[config.mk]
export PLATFORM = sky130hd
export DESIGN_NAME = multichannel_sample_averager
export DESIGN_NICKNAME = d
export VERILOG_FILES = /design/src/rtl/core/mca_pkg.sv /design/src/rtl/core/mca_div.sv /design/src/rtl/core/multichannel_sample_averager.sv
export SDC_FILE = /design/constraint.sdc
export NUM_CORES = 1
export LEC_CHECK = 0
export BUFFER_PORTS_ARGS = -buffer_cell sky130_fd_sc_hd__buf_4
export CORE_ASPECT_RATIO = 1.25
export CORE_MARGIN = 5
export CORE_UTILIZATION = 35
export DETAILED_ROUTE_END_ITERATION = 8
export GPL_TIMING_DRIVEN = 1
export MAX_ROUTING_LAYER = met4
export SYNTH_ARGS = -nofsm -noshare
export SYNTH_HDL_FRONTEND = slang
export SYNTH_SLANG_ARGS = --single-unit
[constraint.sdc]
create_clock -name clk_i -period 7.25 [get_ports clk_i]
set_input_delay 1.0875 -clock clk_i [delete_from_list [all_inputs] [get_ports clk_i]]
set_output_delay 1.0875 -clock clk_i [all_outputs]
set_load 0.01 [all_outputs]
[src/rtl/core/mca_pkg.sv]
// Shared types and constants of the multichannel sample averager.
package mca_pkg;

  localparam int unsigned MaxChannels = 4;
  localparam int unsigned SampleW     = 16;
  localparam int unsigned SumW        = 24;
  localparam int unsigned CodeW       = 12;
  localparam int unsigned TagW        = 4;
  localparam int unsigned MvW         = 13;
  localparam int unsigned DivisorW    = 8;
  localparam int unsigned IterW       = 5;
  localparam int unsigned ScaleShift  = 12;
  localparam int unsigned MidCode     = 2048;
  localparam int unsigned CfgIdxW     = 3;
  localparam int unsigned CfgDataW    = 13;

  // Register indexes of the configuration port
  typedef enum logic [CfgIdxW-1:0] {
    REG_CHANNEL_COUNT  = 3'd0,
    REG_AVERAGE_COUNT  = 3'd1,
    REG_OUTPUT_MODE    = 3'd2,
    REG_REF_MILLIVOLTS = 3'd3,
    REG_AMP_GAIN       = 3'd4
  } cfg_idx_e;

  typedef enum logic [2:0] {
    ST_IDLE,
    ST_READ,
    ST_DIV_AVG,
    ST_MULT,
    ST_SCALE,
    ST_DIV_MV,
    ST_EMIT
  } state_e;

  // Divider launch request
  typedef struct packed {
    logic             start;
    logic [IterW-1:0] iters;
  } div_ctl_t;

endpackage

[src/rtl/core/mca_div.sv]
// Restoring divider, one quotient bit per cycle, shared by averaging and scaling.
module mca_div (
  input  logic                          clk_i,
  input  logic                          rst_ni,
  input  mca_pkg::div_ctl_t             ctl_i,
  input  logic [mca_pkg::SumW-1:0]      dividend_i,
  input  logic [mca_pkg::DivisorW-1:0]  divisor_i,
  output logic                          done_o,
  output logic [mca_pkg::SumW-1:0]      quotient_o
);

  logic [mca_pkg::IterW-1:0]    cnt_q, cnt_d;
  logic                         done_q, done_d;
  logic [mca_pkg::DivisorW-1:0] rem_q, dvs_q;
  logic [mca_pkg::SumW-1:0]     dq_q;
  logic [mca_pkg::DivisorW:0]   shifted, diff;
  logic                         fits;

  always_comb begin
    shifted = {rem_q, dq_q[mca_pkg::SumW-1]};
    diff    = shifted - {1'b0, dvs_q};
    fits    = (shifted >= {1'b0, dvs_q});
  end

  always_comb begin
    cnt_d  = cnt_q;
    done_d = 1'b0;
    if (ctl_i.start) begin
      cnt_d = ctl_i.iters;
    end else if (cnt_q != '0) begin
      cnt_d  = cnt_q - 1'b1;
      done_d = (cnt_q == mca_pkg::IterW'(1));
    end
  end

  always_ff @(posedge clk_i or negedge rst_ni) begin
    if (!rst_ni) begin
      cnt_q  <= '0;
      done_q <= 1'b0;
    end else begin
      cnt_q  <= cnt_d;
      done_q <= done_d;
    end
  end

  // Shift dividend out at the top, quotient bits in at the bottom
  always_ff @(posedge clk_i) begin
    if (ctl_i.start) begin
      rem_q <= '0;
      dq_q  <= dividend_i;
      dvs_q <= divisor_i;
    end else if (cnt_q != '0) begin
      rem_q <= fits ? diff[mca_pkg::DivisorW-1:0] : shifted[mca_pkg::DivisorW-1:0];
      dq_q  <= {dq_q[mca_pkg::SumW-2:0], fits};
    end
  end

  assign done_o     = done_q;
  assign quotient_o = dq_q;

endmodule

[src/rtl/core/multichannel_sample_averager.sv]
// Top level: accumulates interleaved channel samples and emits block averages.
// Sequence: a sample outside a block's last round is read and added into its channel sum;
// a last-round sample is also averaged and, in millivolt mode, scaled, then emitted.
// A new sample is accepted only in the idle state, after the last one is through, output
// stall included; the shared divider does the average in 24 steps and the scale in 12.
// Reset: all sums read as zero through per-entry valid bits; registers take their defaults.
module multichannel_sample_averager #(
  parameter int unsigned MAX_CHANNELS = mca_pkg::MaxChannels
) (
  input  logic                          clk_i,
  input  logic                          rst_ni,
  // configuration write channel
  input  logic                          cfg_valid_i,
  output logic                          cfg_ready_o,
  input  logic [mca_pkg::CfgIdxW-1:0]   cfg_index_i,
  input  logic [mca_pkg::CfgDataW-1:0]  cfg_data_i,
  // sample stream
  input  logic                          s_axis_tvalid,
  output logic                          s_axis_tready,
  input  logic [15:0]                   s_axis_tdata,  // [15:0] tagged_sample
  // result stream
  output logic                          m_axis_tvalid,
  input  logic                          m_axis_tready,
  output logic [39:0]                   m_axis_tdata,  // [3:0] channel_tag,
                                                       // [16:4] millivolts,
                                                       // [32:17] raw_average
  output logic                          m_axis_tlast   // last_of_block
);

  localparam int unsigned PosW = (MAX_CHANNELS > 1) ? $clog2(MAX_CHANNELS) : 1;
  localparam int unsigned CntW = $clog2(MAX_CHANNELS + 1) + 1;
  localparam int unsigned SumW = mca_pkg::SumW;
  localparam int unsigned ProdW = 27;

  // configuration registers
  logic [2:0]  chan_cnt_q;
  logic [7:0]  avg_cnt_q;
  logic        mode_q;
  logic [12:0] ref_mv_q;
  logic [7:0]  gain_q;

  // sequencing state
  mca_pkg::state_e state_q, state_d;
  logic [PosW-1:0] position_q, position_d;
  logic [7:0]      round_q, round_d;
  logic [MAX_CHANNELS-1:0] valid_q;

  // per-item datapath
  logic [PosW-1:0]             work_pos_q;
  logic [mca_pkg::SampleW-1:0] sample_q;
  logic                        last_ch_q, last_rd_q;
  logic [SumW-1:0]             rd_data_q;
  logic [mca_pkg::SampleW-1:0] word_q;
  logic signed [ProdW-1:0]     prod_q;
  logic [mca_pkg::MvW-1:0]     mv_q;

  // output register
  logic                        out_valid_q;
  logic [mca_pkg::TagW-1:0]    out_tag_q;
  logic [mca_pkg::MvW-1:0]     out_mv_q;
  logic [mca_pkg::SampleW-1:0] out_raw_q;
  logic                        out_last_q;

  logic [SumW-1:0] sum_mem [MAX_CHANNELS];

  logic                        s_accept, out_free, out_load, mem_we;
  logic [CntW-1:0]             eff_chans;
  logic [7:0]                  eff_avg, eff_gain;
  logic                        last_ch, last_rd;
  logic [SumW-1:0]             sum_new;
  logic signed [mca_pkg::MvW-1:0] code_off;
  logic signed [ProdW-1:0]     prod_d, prod_abs;
  logic                        div_done;
  logic [SumW-1:0]             div_quot, div_dividend;
  logic [mca_pkg::DivisorW-1:0] div_divisor;
  mca_pkg::div_ctl_t           div_ctl;

  // ---------------- configuration ----------------
  assign cfg_ready_o = 1'b1;

  always_ff @(posedge clk_i or negedge rst_ni) begin
    if (!rst_ni) begin
      chan_cnt_q <= 3'd1;
      avg_cnt_q  <= 8'd1;
      mode_q     <= 1'b0;
      ref_mv_q   <= 13'd3300;
      gain_q     <= 8'd1;
    end else if (cfg_valid_i) begin
      case (mca_pkg::cfg_idx_e'(cfg_index_i))
        mca_pkg::REG_CHANNEL_COUNT:  chan_cnt_q <= cfg_data_i[2:0];
        mca_pkg::REG_AVERAGE_COUNT:  avg_cnt_q  <= cfg_data_i[7:0];
        mca_pkg::REG_OUTPUT_MODE:    mode_q     <= cfg_data_i[0];
        mca_pkg::REG_REF_MILLIVOLTS: ref_mv_q   <= cfg_data_i;
        mca_pkg::REG_AMP_GAIN:       gain_q     <= cfg_data_i[7:0];
        default: ;
      endcase
    end
  end

  // ---------------- position bookkeeping ----------------
  always_comb begin
    if (chan_cnt_q == '0) begin
      eff_chans = CntW'(1);
    end else if (32'(chan_cnt_q) > MAX_CHANNELS) begin
      eff_chans = CntW'(MAX_CHANNELS);
    end else begin
      eff_chans = CntW'(chan_cnt_q);
    end
    eff_avg  = (avg_cnt_q == '0) ? 8'd1 : avg_cnt_q;
    eff_gain = (gain_q == '0) ? 8'd1 : gain_q;
    last_ch  = ((CntW'(position_q) + CntW'(1)) >= eff_chans);
    last_rd  = (({1'b0, round_q} + 9'd1) >= {1'b0, eff_avg});
  end

  assign s_accept = s_axis_tvalid & s_axis_tready;

  always_comb begin
    position_d = position_q;
    round_d    = round_q;
    if (s_accept) begin
      if (last_ch) begin
        position_d = '0;
        round_d    = last_rd ? 8'd0 : round_q + 8'd1;
      end else begin
        position_d = position_q + 1'b1;
      end
    end
  end

  // ---------------- state machine ----------------
  assign out_free = !out_valid_q || m_axis_tready;

  always_comb begin
    state_d = state_q;
    unique case (state_q)
      mca_pkg::ST_IDLE:    if (s_accept) state_d = mca_pkg::ST_READ;
      mca_pkg::ST_READ:    state_d = last_rd_q ? mca_pkg::ST_DIV_AVG : mca_pkg::ST_IDLE;
      mca_pkg::ST_DIV_AVG: if (div_done) state_d = mode_q ? mca_pkg::ST_EMIT : mca_pkg::ST_MULT;
      mca_pkg::ST_MULT:    state_d = mca_pkg::ST_SCALE;
      mca_pkg::ST_SCALE:   state_d = mca_pkg::ST_DIV_MV;
      mca_pkg::ST_DIV_MV:  if (div_done) state_d = mca_pkg::ST_EMIT;
      mca_pkg::ST_EMIT:    if (out_free) state_d = mca_pkg::ST_IDLE;
      default:             state_d = mca_pkg::ST_IDLE;
    endcase
  end

  always_comb begin
    s_axis_tready = 1'b0;
    mem_we        = 1'b0;
    out_load      = 1'b0;
    div_ctl       = '0;
    div_dividend  = sum_new;
    div_divisor   = eff_avg;
    unique case (state_q)
      mca_pkg::ST_IDLE: s_axis_tready = 1'b1;
      mca_pkg::ST_READ: begin
        mem_we        = 1'b1;
        div_ctl.start = last_rd_q;
        div_ctl.iters = mca_pkg::IterW'(SumW);
      end
      mca_pkg::ST_SCALE: begin
        div_ctl.start = 1'b1;
        div_ctl.iters = mca_pkg::IterW'(mca_pkg::ScaleShift);
        div_dividend  = {prod_abs[23:12], 12'd0};
        div_divisor   = eff_gain;
      end
      mca_pkg::ST_EMIT: out_load = out_free;
      default: ;
    endcase
  end

  always_ff @(posedge clk_i or negedge rst_ni) begin
    if (!rst_ni) begin
      state_q    <= mca_pkg::ST_IDLE;
      position_q <= '0;
      round_q    <= '0;
    end else begin
      state_q    <= state_d;
      position_q <= position_d;
      round_q    <= round_d;
    end
  end

  // ---------------- sum memory ----------------
  always_ff @(posedge clk_i) begin
    if (mem_we) begin
      sum_mem[work_pos_q] <= last_rd_q ? '0 : sum_new;
    end
    if (s_accept) begin
      rd_data_q <= sum_mem[position_q];
    end
  end

  always_ff @(posedge clk_i or negedge rst_ni) begin
    if (!rst_ni) begin
      valid_q <= '0;
    end else if (mem_we) begin
      valid_q[work_pos_q] <= 1'b1;
    end
  end

  assign sum_new = (valid_q[work_pos_q] ? rd_data_q : '0) + SumW'(sample_q);

  // ---------------- arithmetic ----------------
  assign code_off = $signed({1'b0, word_q[mca_pkg::CodeW-1:0]})
                  - $signed(mca_pkg::MvW'(mca_pkg::MidCode));
  assign prod_d   = ProdW'(code_off) * ProdW'($signed({1'b0, ref_mv_q}));
  assign prod_abs = prod_q[ProdW-1] ? -prod_q : prod_q;

  mca_div u_div (
    .clk_i      (clk_i),
    .rst_ni     (rst_ni),
    .ctl_i      (div_ctl),
    .dividend_i (div_dividend),
    .divisor_i  (div_divisor),
    .done_o     (div_done),
    .quotient_o (div_quot)
  );

  always_ff @(posedge clk_i) begin
    if (s_accept) begin
      sample_q   <= s_axis_tdata;
      work_pos_q <= position_q;
      last_ch_q  <= last_ch;
      last_rd_q  <= last_rd;
    end
    if (state_q == mca_pkg::ST_DIV_AVG && div_done) begin
      word_q <= div_quot[mca_pkg::SampleW-1:0];
      mv_q   <= '0;
    end
    if (state_q == mca_pkg::ST_MULT) begin
      prod_q <= prod_d;
    end
    // restore the sign on the scaled magnitude
    if (state_q == mca_pkg::ST_DIV_MV && div_done) begin
      mv_q <= prod_q[ProdW-1] ? -mca_pkg::MvW'(div_quot[11:0])
                              :  mca_pkg::MvW'(div_quot[11:0]);
    end
  end

  // ---------------- output register ----------------
  always_ff @(posedge clk_i or negedge rst_ni) begin
    if (!rst_ni) begin
      out_valid_q <= 1'b0;
    end else if (out_load) begin
      out_valid_q <= 1'b1;
    end else if (m_axis_tready) begin
      out_valid_q <= 1'b0;
    end
  end

  always_ff @(posedge clk_i) begin
    if (out_load) begin
      out_tag_q  <= word_q[15:12];
      out_mv_q   <= mv_q;
      out_raw_q  <= word_q;
      out_last_q <= last_ch_q;
    end
  end

  assign m_axis_tvalid = out_valid_q;
  assign m_axis_tdata  = {7'd0, out_raw_q, out_mv_q, out_tag_q};
  assign m_axis_tlast  = out_last_q;

  // ---------------- assertions ----------------
  a_div_start_state: assert property (@(posedge clk_i) disable iff (!rst_ni)
    div_ctl.start |-> (state_q == mca_pkg::ST_READ || state_q == mca_pkg::ST_SCALE))
    else $error("divider launched outside a launch state");

  a_div_done_state: assert property (@(posedge clk_i) disable iff (!rst_ni)
    div_done |-> (state_q == mca_pkg::ST_DIV_AVG || state_q == mca_pkg::ST_DIV_MV))
    else $error("divider finished while nobody waits for it");

  a_tag_matches_raw: assert property (@(posedge clk_i) disable iff (!rst_ni)
    m_axis_tvalid |-> (m_axis_tdata[3:0] == m_axis_tdata[32:29]))
    else $error("channel tag differs from the averaged word");

  a_raw_mode_zero_mv: assert property (@(posedge clk_i) disable iff (!rst_ni)
    (m_axis_tvalid && mode_q) |-> (m_axis_tdata[16:4] == '0))
    else $error("millivolt field set in raw mode");

  a_position_range: assert property (@(posedge clk_i) disable iff (!rst_ni)
    $past(s_accept) |-> (32'(position_q) < MAX_CHANNELS))
    else $error("channel position beyond the channel array");

endmodule
==> run metrics, run 1 <==
status complete, no violations; TritonCTS clock tree done; nature of the critical path startpoint flop; gr usage total 15.4%; Max-Cap Viols 0; post-synthesis register bit count 321; Unique masters post-synth 81; Detailed Place HPWL 33900 um; minimum period implied by the final worst setup slack 6.43 ns; Post-CTS Hold Fix Bufs 0; maximum count of clock buffers along a single path 3; main area contributors after synthesis edfxtp_1 39%, fa_1 12%, ha_1 8.7%, dfrtp_1 6.0%, and2_1 3.3%; total of cells resized after clock tree synthesis 0; total via count after detailed routing 12400; Die H 277 um; CTS Root Buffer Type clkbuf_16; worst setup path class reg2reg; H-tree depth 2; sequential element share of the synthesized area 46.6%; share of cells above drive strength 1 14.0%; largest driver fanout on the critical path 14; fraction of registers with async set or reset after synthesis 17.8%; layout net count 2008; yosys synthesis warning count 0; DRC Markers 0; EDFF count, synth 256; number of core rows 97; sequential cell area in the final layout 9290 sq um; required arrival time at the worst endpoint 7.55 ns; area after detailed placement 21300 sq um; worst flop-to-flop path startpoint ref_mv_q[0]$_DFFE_PN0P_; global route overflow 0; number of inserted filler cells in the final layout 5285; endpoint with the worst hold slack m_axis_tlast$_DFFE_PP_; Placeable Area 56200 sq um; total non-filler cell area in the finished layout 22400 sq um; relative area change from synthesis to final layout 12.7%; non-filler instance count after layout 2479; critical register-to-register path endpoint prod_q[26]$_DFFE_PP_; worst slew slack as a fraction of its limit 25.4%; number of iterations in the first detailed-routing pass 5; slack of the worst reg-to-reg path 0.82 ns; Routed wire per std cell 18.4 um; count of clock tree sinks 321; buffer count from post-CTS setup fixing 0; length in cells of the worst reg-to-reg path 19; footprint of the multi-input gates 9790 sq um; Hold Path Cell Cnt 0; starting density of the core 35.4%; clock-pin slew on the worst setup and hold paths 0.06 ns; unrepaired setup endpoints after global routing no; Final Hold Violating Endpoints 0; main combinational cell family by area after synthesis adder cells; vias per inst 4.99; Setup TNS 0 ns; number of global-route vias before repair 13300; ANT cells 0; Post-Place Cells 2414; fraction of post-synthesis cell area in the top cell type by area 38.6%; number of top-level design ports 81; pin count of the biggest net entering global routing 58; gate count of the mapped netlist 1649; initial antenna violation count 0; synthesized-area fraction occupied by xor and xnor cells 2.90%; width of the chip 223 um; Syn Std Cell Area 19900 sq um; Data arrival, critical path 6.73 ns; most common cell after layout, fill and taps aside edfxtp_1; final setup violating endpoints 0; drt initial violations 655; die outline area 61800 sq um; period utilisation layout 88.7%; first-pass GRT wire length 73900 um; worst setup skew after layout 0.0113 ns; commonest cells after routing, fill and taps aside 256 x edfxtp_1, 159 x nand2_1, 157 x inv_1, 138 x ha_1, 123 x fa_1; Fmax achieved 156 MHz; buffers added on ports 72; worst-case hold slack 0.416 ns; Detail Route Antenna Nets 0; most used flip-flop cell after synthesis edfxtp_1; Hold WC Path Type reg2reg; wirelength, routed 45500 um; last weighted congestion value of the routability-driven placer 0.872; area fraction in compound gates after synthesis 8.05%; mux contribution to synthesized area 4.92%; CTS Buf Count 36; Worst-Margin Slew 1.11 ns; number of max-slew violations in the final report 0; hold path start last_ch_q$_DFFE_PP_; synthesized area per cell 12.1 sq um; post-synth top area cell edfxtp_1; Synth Area in Simple Gates 11.9%; area share of fa/ha/maj cells after synthesis 21.0%; element type at the critical path end flop; clock insertion delay at the later pin of the skew report 0.56 ns
## cells by family (layout without fill, tap and decap cells)
| group | after synthesis | in the layout |
|---|---|---|
| and+or+nand+nor | 474 | 474 |
| DFF | 321 | 321 |
| xor gates and xnor gates | 66 | 66 |
| buffers and inverters | 229 | 311 |
| muxes | 63 | 63 |
| adders and majority gates | 261 | 261 |
| AOI/OAI and AO/OA | 233 | 233 |
| other | 2 | 8 |
## worst max-delay path: stages, from the launching register on
cell and delay (ns):
dfrtp_1 0.54, or2_2 0.38, fa_1 0.51, fa_1 0.55, inv_1 0.06, fa_1 0.52
fa_1 0.53, fa_1 0.59, inv_1 0.07, fa_1 0.50, inv_1 0.04, ha_1 0.35
and3_1 0.21, a21oi_1 0.12, o31ai_1 0.14, o21ai_0 0.44, o21ai_0 0.22, nor3_1 0.16
o21ai_0 0.12, xnor2_1 0.14
## sequential cells by signal, summed over array words and instances (netlist names), 4 cells and up
name / count
out_raw_q: 12
round_q: 8
u_div.cnt_q: 5
u_div.dvs_q: 8
out_mv_q: 13
prod_q: 25
sum_mem: 96
valid_q: 4
avg_cnt_q: 8
out_tag_q: 4
sample_q: 16
mv_q: 13
u_div.rem_q: 8
rd_data_q: 24
ref_mv_q: 13
u_div.quotient_o: 24
gain_q: 8
word_q: 16
## cell type report
class | instances | area share, %
Clock buffer | 45 | 4.35
Clock inverter | 20 | 0.953
Inverter | 159 | 2.66
Multi-Input combinational cell | 1105 | 43.6
Sequential cell | 321 | 41.4
Tap cell | 742 | 4.14
Timing Repair Buffer | 87 | 2.91
## worst max-delay path by stage
stage	startpoint	end	slack [ns]	cells after the start
floorplan	word_q[11]$_DFFE_PP_	prod_q[23]$_DFFE_PP_	1.28	19
global placement	ref_mv_q[0]$_DFFE_PN0P_	prod_q[26]$_DFFE_PP_	0.87	19
detailed placement	ref_mv_q[0]$_DFFE_PN0P_	prod_q[22]$_DFFE_PP_	0.83	19
CTS	ref_mv_q[0]$_DFFE_PN0P_	prod_q[26]$_DFFE_PP_	0.81	19
global route	ref_mv_q[0]$_DFFE_PN0P_	prod_q[26]$_DFFE_PP_	0.48	19
finish	ref_mv_q[0]$_DFFE_PN0P_	prod_q[26]$_DFFE_PP_	0.82	19
## routing by layer
layer | track usage, % | share of wire, % | vias to the layer above
met2 | 27.8 | 54 | 207
met1 | 17.6 | 39 | 6241
met4 | 5.58 | 3.8 | 0
met3 | 1.91 | 3.1 | 101
li1 | - | - | 5830
met5 | - | 0 | -
## through the flow
stage / setup WS, ns / util (%)
after floorplan: 1.28 / -
after global placement: 0.866 / 37.8
after detailed placement: 0.827 / 37.8
after CTS: 0.810 / 39.9
after global routing: 0.477 / 39.9
final: 0.820 / 39.9
## cell usage after synthesis (42+ instances only)
| library cell | n |
|---|---|
| clkbuf_1 | 52 |
| and2_1 | 106 |
| nor2_1 | 86 |
| xnor2_1 | 42 |
| inv_1 | 158 |
| edfxtp_1 | 256 |
| nand2_1 | 159 |
| a21oi_1 | 49 |
| ha_1 | 138 |
| o21ai_0 | 66 |
| fa_1 | 123 |
| dfrtp_1 | 48 |
Power of run 1 is not shown: default switching activity piles up to over one toggle a cycle in this logic, so the estimate is an artifact.
==> run 2: changes to the inputs <==
--- a/config.mk
+++ b/config.mk
@@ -12,6 +12,8 @@
 export DETAILED_ROUTE_END_ITERATION = 8
 export GPL_TIMING_DRIVEN = 1
 export MAX_ROUTING_LAYER = met4
+export SLEW_MARGIN = 20
 export SYNTH_ARGS = -nofsm -noshare
 export SYNTH_HDL_FRONTEND = slang
+export SYNTH_HIERARCHICAL = 1
 export SYNTH_SLANG_ARGS = --single-unit
==> run 2 against run 1 <==
  * Sequential cell count stayed put
  * Die area is 2.2% higher
  * Non-clock buffer count is 2 higher
  * Highest routed layer unchanged
==> run metrics, run 2 <==
number of top-level design ports 81 (unchanged); Max-Cap Viols 0 (unchanged); most used flip-flop cell after synthesis edfxtp_1; first-pass GRT wire length 78900 um (+6.8%); die outline area 63200 sq um (+2.2%); H-tree depth 2 (unchanged); buffers added on ports 72 (unchanged); starting density of the core 35.1% (-0.30 points); EDFF count, synth 256 (unchanged); DRC Markers 0 (unchanged); relative area change from synthesis to final layout 12.7% (about the same); worst setup path class reg2reg; Setup TNS 0 ns (unchanged); worst slew slack as a fraction of its limit 27.0% (+1.6 points); main area contributors after synthesis edfxtp_1 38%, fa_1 12%, ha_1 8.5%, dfrtp_1 5.9%, inv_1 3.4%; total of cells resized after clock tree synthesis 0 (unchanged); width of the chip 226 um (+1.1%); vias per inst 5.08 (+1.7%); TritonCTS clock tree done; period utilisation layout 88.4% (-0.28 points); Detailed Place HPWL 36500 um (+7.6%); slack of the worst reg-to-reg path 0.84 ns (+0.02 ns); layout net count 2091 (+4.1%); final setup violating endpoints 0 (unchanged); most numerous cell in the Yosys netlist edfxtp_1; post-synth top area cell edfxtp_1; unrepaired setup endpoints after global routing no; Routed wire per std cell 19.5 um (+6.1%); share of cells above drive strength 1 14.7% (+0.73 points); registers with the most flip-flops sum_mem (96), prod_q (25); yosys synthesis warning count 6 (+6); number of max-slew violations in the final report 0 (unchanged); status complete, no violations; number of core rows 99 (+2.1%); fraction of post-synthesis cell area in the top cell type by area 37.7% (-0.86 points); element type at the critical path end flop; post-synthesis register bit count 321 (unchanged); fraction of registers with async set or reset after synthesis 17.8% (unchanged); Unique masters post-synth 78 (-3.7%); number of flip-flops in the largest register 96 (unchanged); CTS Buf Count 36 (unchanged); Hold WC Path Type reg2reg; ANT cells 0 (unchanged); top cell types by occurrence after synthesis 256 x edfxtp_1, 182 x inv_1, 164 x nand2_1, 138 x ha_1, 123 x fa_1; number of iterations in the first detailed-routing pass 5 (unchanged); buffer count from post-CTS setup fixing 0 (unchanged); global route overflow 0 (unchanged); clock-pin slew on the worst setup and hold paths 0.07 ns (about the same); top register by number of flip-flops sum_mem; most common cell after layout, fill and taps aside edfxtp_1; gate count of the mapped netlist 1736 (+5.3%); maximum count of clock buffers along a single path 3 (unchanged); Post-CTS Hold Fix Bufs 0 (unchanged); drt initial violations 768 (+17%); number of inserted filler cells in the final layout 5561 (+5.2%); Data arrival, critical path 6.70 ns (-0.03 ns); count of clock tree sinks 321 (unchanged); total via count after detailed routing 13100 (+5.8%); pin count of the biggest net entering global routing 58 (unchanged); worst setup skew after layout 0.0213 ns (+0.0100 ns); Fmax achieved 156 MHz (+0.32%); CTS Root Buffer Type clkbuf_16; required arrival time at the worst endpoint 7.54 ns (about the same); minimum period implied by the final worst setup slack 6.41 ns (-0.0204 ns); commonest cells after routing, fill and taps aside 256 x edfxtp_1, 181 x inv_1, 163 x nand2_1, 138 x ha_1, 123 x fa_1; number of global-route vias before repair 13900 (+5.2%); Placeable Area 58000 sq um (+3.2%); nature of the critical path startpoint flop; Syn Std Cell Area 20400 sq um (+2.3%); last weighted congestion value of the routability-driven placer 0.878 (+0.65%); synthesized area per cell 11.7 sq um (-2.8%); sequential element share of the synthesized area 45.6% (-1.0 points); gr usage total 16.4% (+0.93 points); initial antenna violation count 0 (unchanged); Worst-Margin Slew 1.09 ns (-0.0163 ns); Detail Route Antenna Nets 0 (unchanged); Die H 280 um (+1.1%); clock insertion delay at the later pin of the skew report 0.55 ns (about the same); Final Hold Violating Endpoints 0 (unchanged); wirelength, routed 50200 um (+10%); largest driver fanout on the critical path 14 (unchanged)
[run 2: kinds of logic after synthesis]
group                      count (synthesis)  synth area share, %
AOI/OAI and AO/OA                        236                 7.41
xor gates and xnor gates                  64                 2.75
adders and majority gates                261                 20.6
buffers and inverters                    260                 5.06
DFF                                      321                 45.6
muxes                                     83                 5.94
other                                      2               0.0369
and+or+nand+nor                          509                 12.7
[run 2: final cells by class]
cell class	instances	area [sq um]	share of cell area [%]
clock buffer	47	973	4.24
timing repair buffer	89	681	2.96
tap	757	947	4.13
clock inverter	19	248	1.08
sequential	321	9290	40.4
inverter	182	683	2.98
multi-input combinational	1163	10100	44.2
[run 2: per-stage QoR]
stage                     instances  hold slack, ns  worst slack, ns  utilization [%]  cell area (sq um)
after floorplan                1744           0.400             1.21                -              20400
after global placement         2511           0.404            0.913             37.4              21700
after detailed placement       2511           0.405            0.829             37.5              21700
after CTS                      2577           0.417            0.817             39.6              22900
after global routing           2578           0.421            0.571             39.6              23000
final                          2578           0.416            0.840             39.6              23000
[run 2: critical path, cell delays in order, from the launching register on]
cell and delay [ns]:
dfrtp_1 0.55, and2_1 0.27, fa_1 0.53, inv_1 0.06, fa_1 0.53, inv_1 0.06
fa_1 0.56, fa_1 0.45, fa_1 0.54, inv_1 0.05, fa_1 0.50, inv_1 0.04
ha_1 0.22, a21o_1 0.19, a21o_1 0.20, a221oi_1 0.58, o311ai_0 0.30, and2_1 0.26
a21oi_1 0.17, xnor2_1 0.08
[run 2: per-layer routing]
metal | global-route usage [%] | share of wire, %
met3 | 1.31 | 2.7
met5 | - | 0
met2 | 30.0 | 54
met4 | 5.71 | 3.5
met1 | 18.8 | 39
[run 2: final timing paths]
| check | startpoint | endpoint | depth (start not counted) |
|---|---|---|---|
| setup / recovery | ref_mv_q[9]$_DFFE_PN0P_ | prod_q[26]$_DFFE_PP_ | 19 |
| max in group asynchronous | rst_ni | position_q[0]$_DFFE_PN0P_ | 1 |
| hold / removal | mv_q[2]$_SDFFCE_PN0P_ | out_mv_q[2]$_DFFE_PP_ | 0 |
| hold reg to reg | mv_q[2]$_SDFFCE_PN0P_ | out_mv_q[2]$_DFFE_PP_ | 0 |
| setup reg to reg | ref_mv_q[9]$_DFFE_PN0P_ | prod_q[26]$_DFFE_PP_ | 19 |
| min in group asynchronous | rst_ni | avg_cnt_q[5]$_DFFE_PN0P_ | 1 |
Power of run 2 is left out for the same reason.
==> run 3: changes to the inputs <==
--- a/config.mk
+++ b/config.mk
@@ -6,12 +6,15 @@
 export NUM_CORES = 1
 export LEC_CHECK = 0
 export BUFFER_PORTS_ARGS = -buffer_cell sky130_fd_sc_hd__buf_4
+export CELL_PAD_IN_SITES_DETAIL_PLACEMENT = 0
+export CELL_PAD_IN_SITES_GLOBAL_PLACEMENT = 1
 export CORE_ASPECT_RATIO = 1.25
 export CORE_MARGIN = 5
 export CORE_UTILIZATION = 35
 export DETAILED_ROUTE_END_ITERATION = 8
 export GPL_TIMING_DRIVEN = 1
 export MAX_ROUTING_LAYER = met4
+export PLACE_DENSITY_LB_ADDON = 0.1
 export SLEW_MARGIN = 20
 export SYNTH_ARGS = -nofsm -noshare
 export SYNTH_HDL_FRONTEND = slang
==> run 3 against run 2 <==
  * Wire length increased by 4.4%
  * Worst hold slack improved by 0.0046 ns
  * Critical path depth decreased by 1
  * Core utilization increased by 0.063 points
  * Critical endpoint unchanged
  * Highest routed layer unchanged
==> run metrics, run 3 (synthesis results as in run 2) <==
status complete, no violations; largest delay contributor family on the critical path adder cells; critical path's slowest cell a221oi_1; drt initial violations 599 (-22%); Final Worst Setup Slack 0.640 ns (-0.200 ns); number of inserted filler cells in the final layout 5636 (+1.3%); largest stage delay on the critical path 0.70 ns (+0.12 ns); buffer count from post-CTS setup fixing 0 (unchanged); number of core rows 99 (unchanged); layout net count 2092 (+0.048%); die outline area 63200 sq um (unchanged); worst slew slack as a fraction of its limit 30.8% (+3.9 points); registers with the most flip-flops sum_mem (96), prod_q (25); Max-Cap Viols 0 (unchanged); CTS Buf Count 37 (+2.8%); DRC Markers 0 (unchanged); total via count after detailed routing 12900 (-1.5%); Setup TNS 0 ns (unchanged); worst setup path class reg2reg; global-route track usage on met2 30.0% (+0.039 points); minimum period implied by the final worst setup slack 6.61 ns (+0.200 ns); pin count of the biggest net entering global routing 58 (unchanged); H-tree depth 2 (unchanged); Worst-Margin Slew 1.04 ns (-0.0581 ns); share of cells above drive strength 1 14.9% (+0.17 points); width of the chip 226 um (unchanged); vias per inst 5.00 (-1.5%); number of iterations in the first detailed-routing pass 5 (unchanged); Routed wire per std cell 20.4 um (+4.4%); gr usage total 17.3% (+0.92 points); number of flip-flops in the largest register 96 (unchanged); total non-filler cell area in the finished layout 23000 sq um (+0.16%); starting density of the core 35.1% (unchanged); number of top-level design ports 81 (unchanged); required arrival time at the worst endpoint 7.53 ns (about the same); unrepaired setup endpoints after global routing no; Fmax achieved 151 MHz (-3.0%); last weighted congestion value of the routability-driven placer 0.788 (-10%); ANT cells 0 (unchanged); initial antenna violation count 1 (+1); global-route track usage on met1 21.6% (+2.9 points); clock insertion delay at the later pin of the skew report 0.56 ns (about the same); Placeable Area 58000 sq um (unchanged); commonest cells after routing, fill and taps aside 256 x edfxtp_1, 181 x inv_1, 163 x nand2_1, 138 x ha_1, 123 x fa_1; TritonCTS clock tree done; maximum count of clock buffers along a single path 3 (unchanged); worst setup skew after layout 0.0252 ns (+0.00394 ns); met3 capacity usage during global routing 2.25% (+0.94 points); largest driver fanout on the critical path 14 (unchanged); Final Hold Violating Endpoints 0 (unchanged); relative area change from synthesis to final layout 12.9%; element type at the critical path end flop; most utilized layer in the global route result met2; global route overflow 0 (unchanged); cell with the most instances on the worst path fa_1; share of the core filled with cells 39.7% (+0.063 points); cell breakdown of the critical path or2_2, fa_1, fa_1, inv_1, fa_1, fa_1, fa_1, inv_1, fa_1, inv_1, ha_1, a21o_1, a21o_1, a221oi_1, o311ai_0, and2_1, a21oi_1, xnor2_1; CTS Root Buffer Type clkbuf_16; nature of the critical path startpoint flop; final setup violating endpoints 0 (unchanged); first-pass GRT wire length 81900 um (+3.8%); Detail Route Antenna Nets 0 (unchanged); Post-CTS Hold Fix Bufs 0 (unchanged); area after detailed placement 21700 sq um (about the same); wirelength, routed 52500 um (+4.4%); number of max-slew violations in the final report 0 (unchanged); count of clock tree sinks 321 (unchanged); period utilisation layout 91.2% (+2.8 points); total of cells resized after clock tree synthesis 0 (unchanged); clock-pin slew on the worst setup and hold paths 0.06 ns (about the same); Data arrival, critical path 6.89 ns (+0.19 ns); Die H 280 um (unchanged); Setup WS pre-CTS 0.658 ns (-0.171 ns); top register by number of flip-flops sum_mem; buffering stage count on the worst path with inverters included 3 (-1); Hold WC Path Type reg2reg; number of global-route vias before repair 13600 (-2.5%); buffers added on ports 72 (unchanged); Detailed Place HPWL 38500 um (+5.6%); most common cell after layout, fill and taps aside edfxtp_1
## run 3: metal layers
metal | share of wire, % | wire length [um]
met3 | 3.3 | 1750
met2 | 52 | 27100
met4 | 2.1 | 1120
met5 | 0 | 0
met1 | 43 | 22500
## run 3: final timing paths
path / startpoint / end / slack [ns] / cells after the start
worst min-delay path: mv_q[8]$_SDFFCE_PN0P_ / out_mv_q[8]$_DFFE_PP_ / 0.42 / 0
max in group asynchronous: rst_ni / position_q[0]$_DFFE_PN0P_ / 5.98 / 1
worst min register to register: mv_q[8]$_SDFFCE_PN0P_ / out_mv_q[8]$_DFFE_PP_ / 0.42 / 0
min in group asynchronous: rst_ni / ref_mv_q[12]$_DFFE_PN0P_ / 0.63 / 1
worst max register to register: ref_mv_q[0]$_DFFE_PN0P_ / prod_q[26]$_DFFE_PP_ / 0.64 / 18
worst max-delay path: ref_mv_q[0]$_DFFE_PN0P_ / prod_q[26]$_DFFE_PP_ / 0.64 / 18
## run 3: cell type report
type	instances	area [sq um]	area share, %
clock buffers	45	987	4.29
clock inverters	20	258	1.12
inverters	182	683	2.97
multi-input cells	1163	10100	44.1
flip-flops and latches	321	9290	40.4
well taps	757	947	4.12
repair buffers	89	688	2.99
## run 3: per-stage QoR
step,instances,hold slack (ns)
final,2577,0.420
after detailed placement,2511,0.405
after global routing,2577,0.428
after floorplan,1744,0.400
after CTS,2576,0.421
after global placement,2511,0.406
Power of run 3 is left out for the same reason.
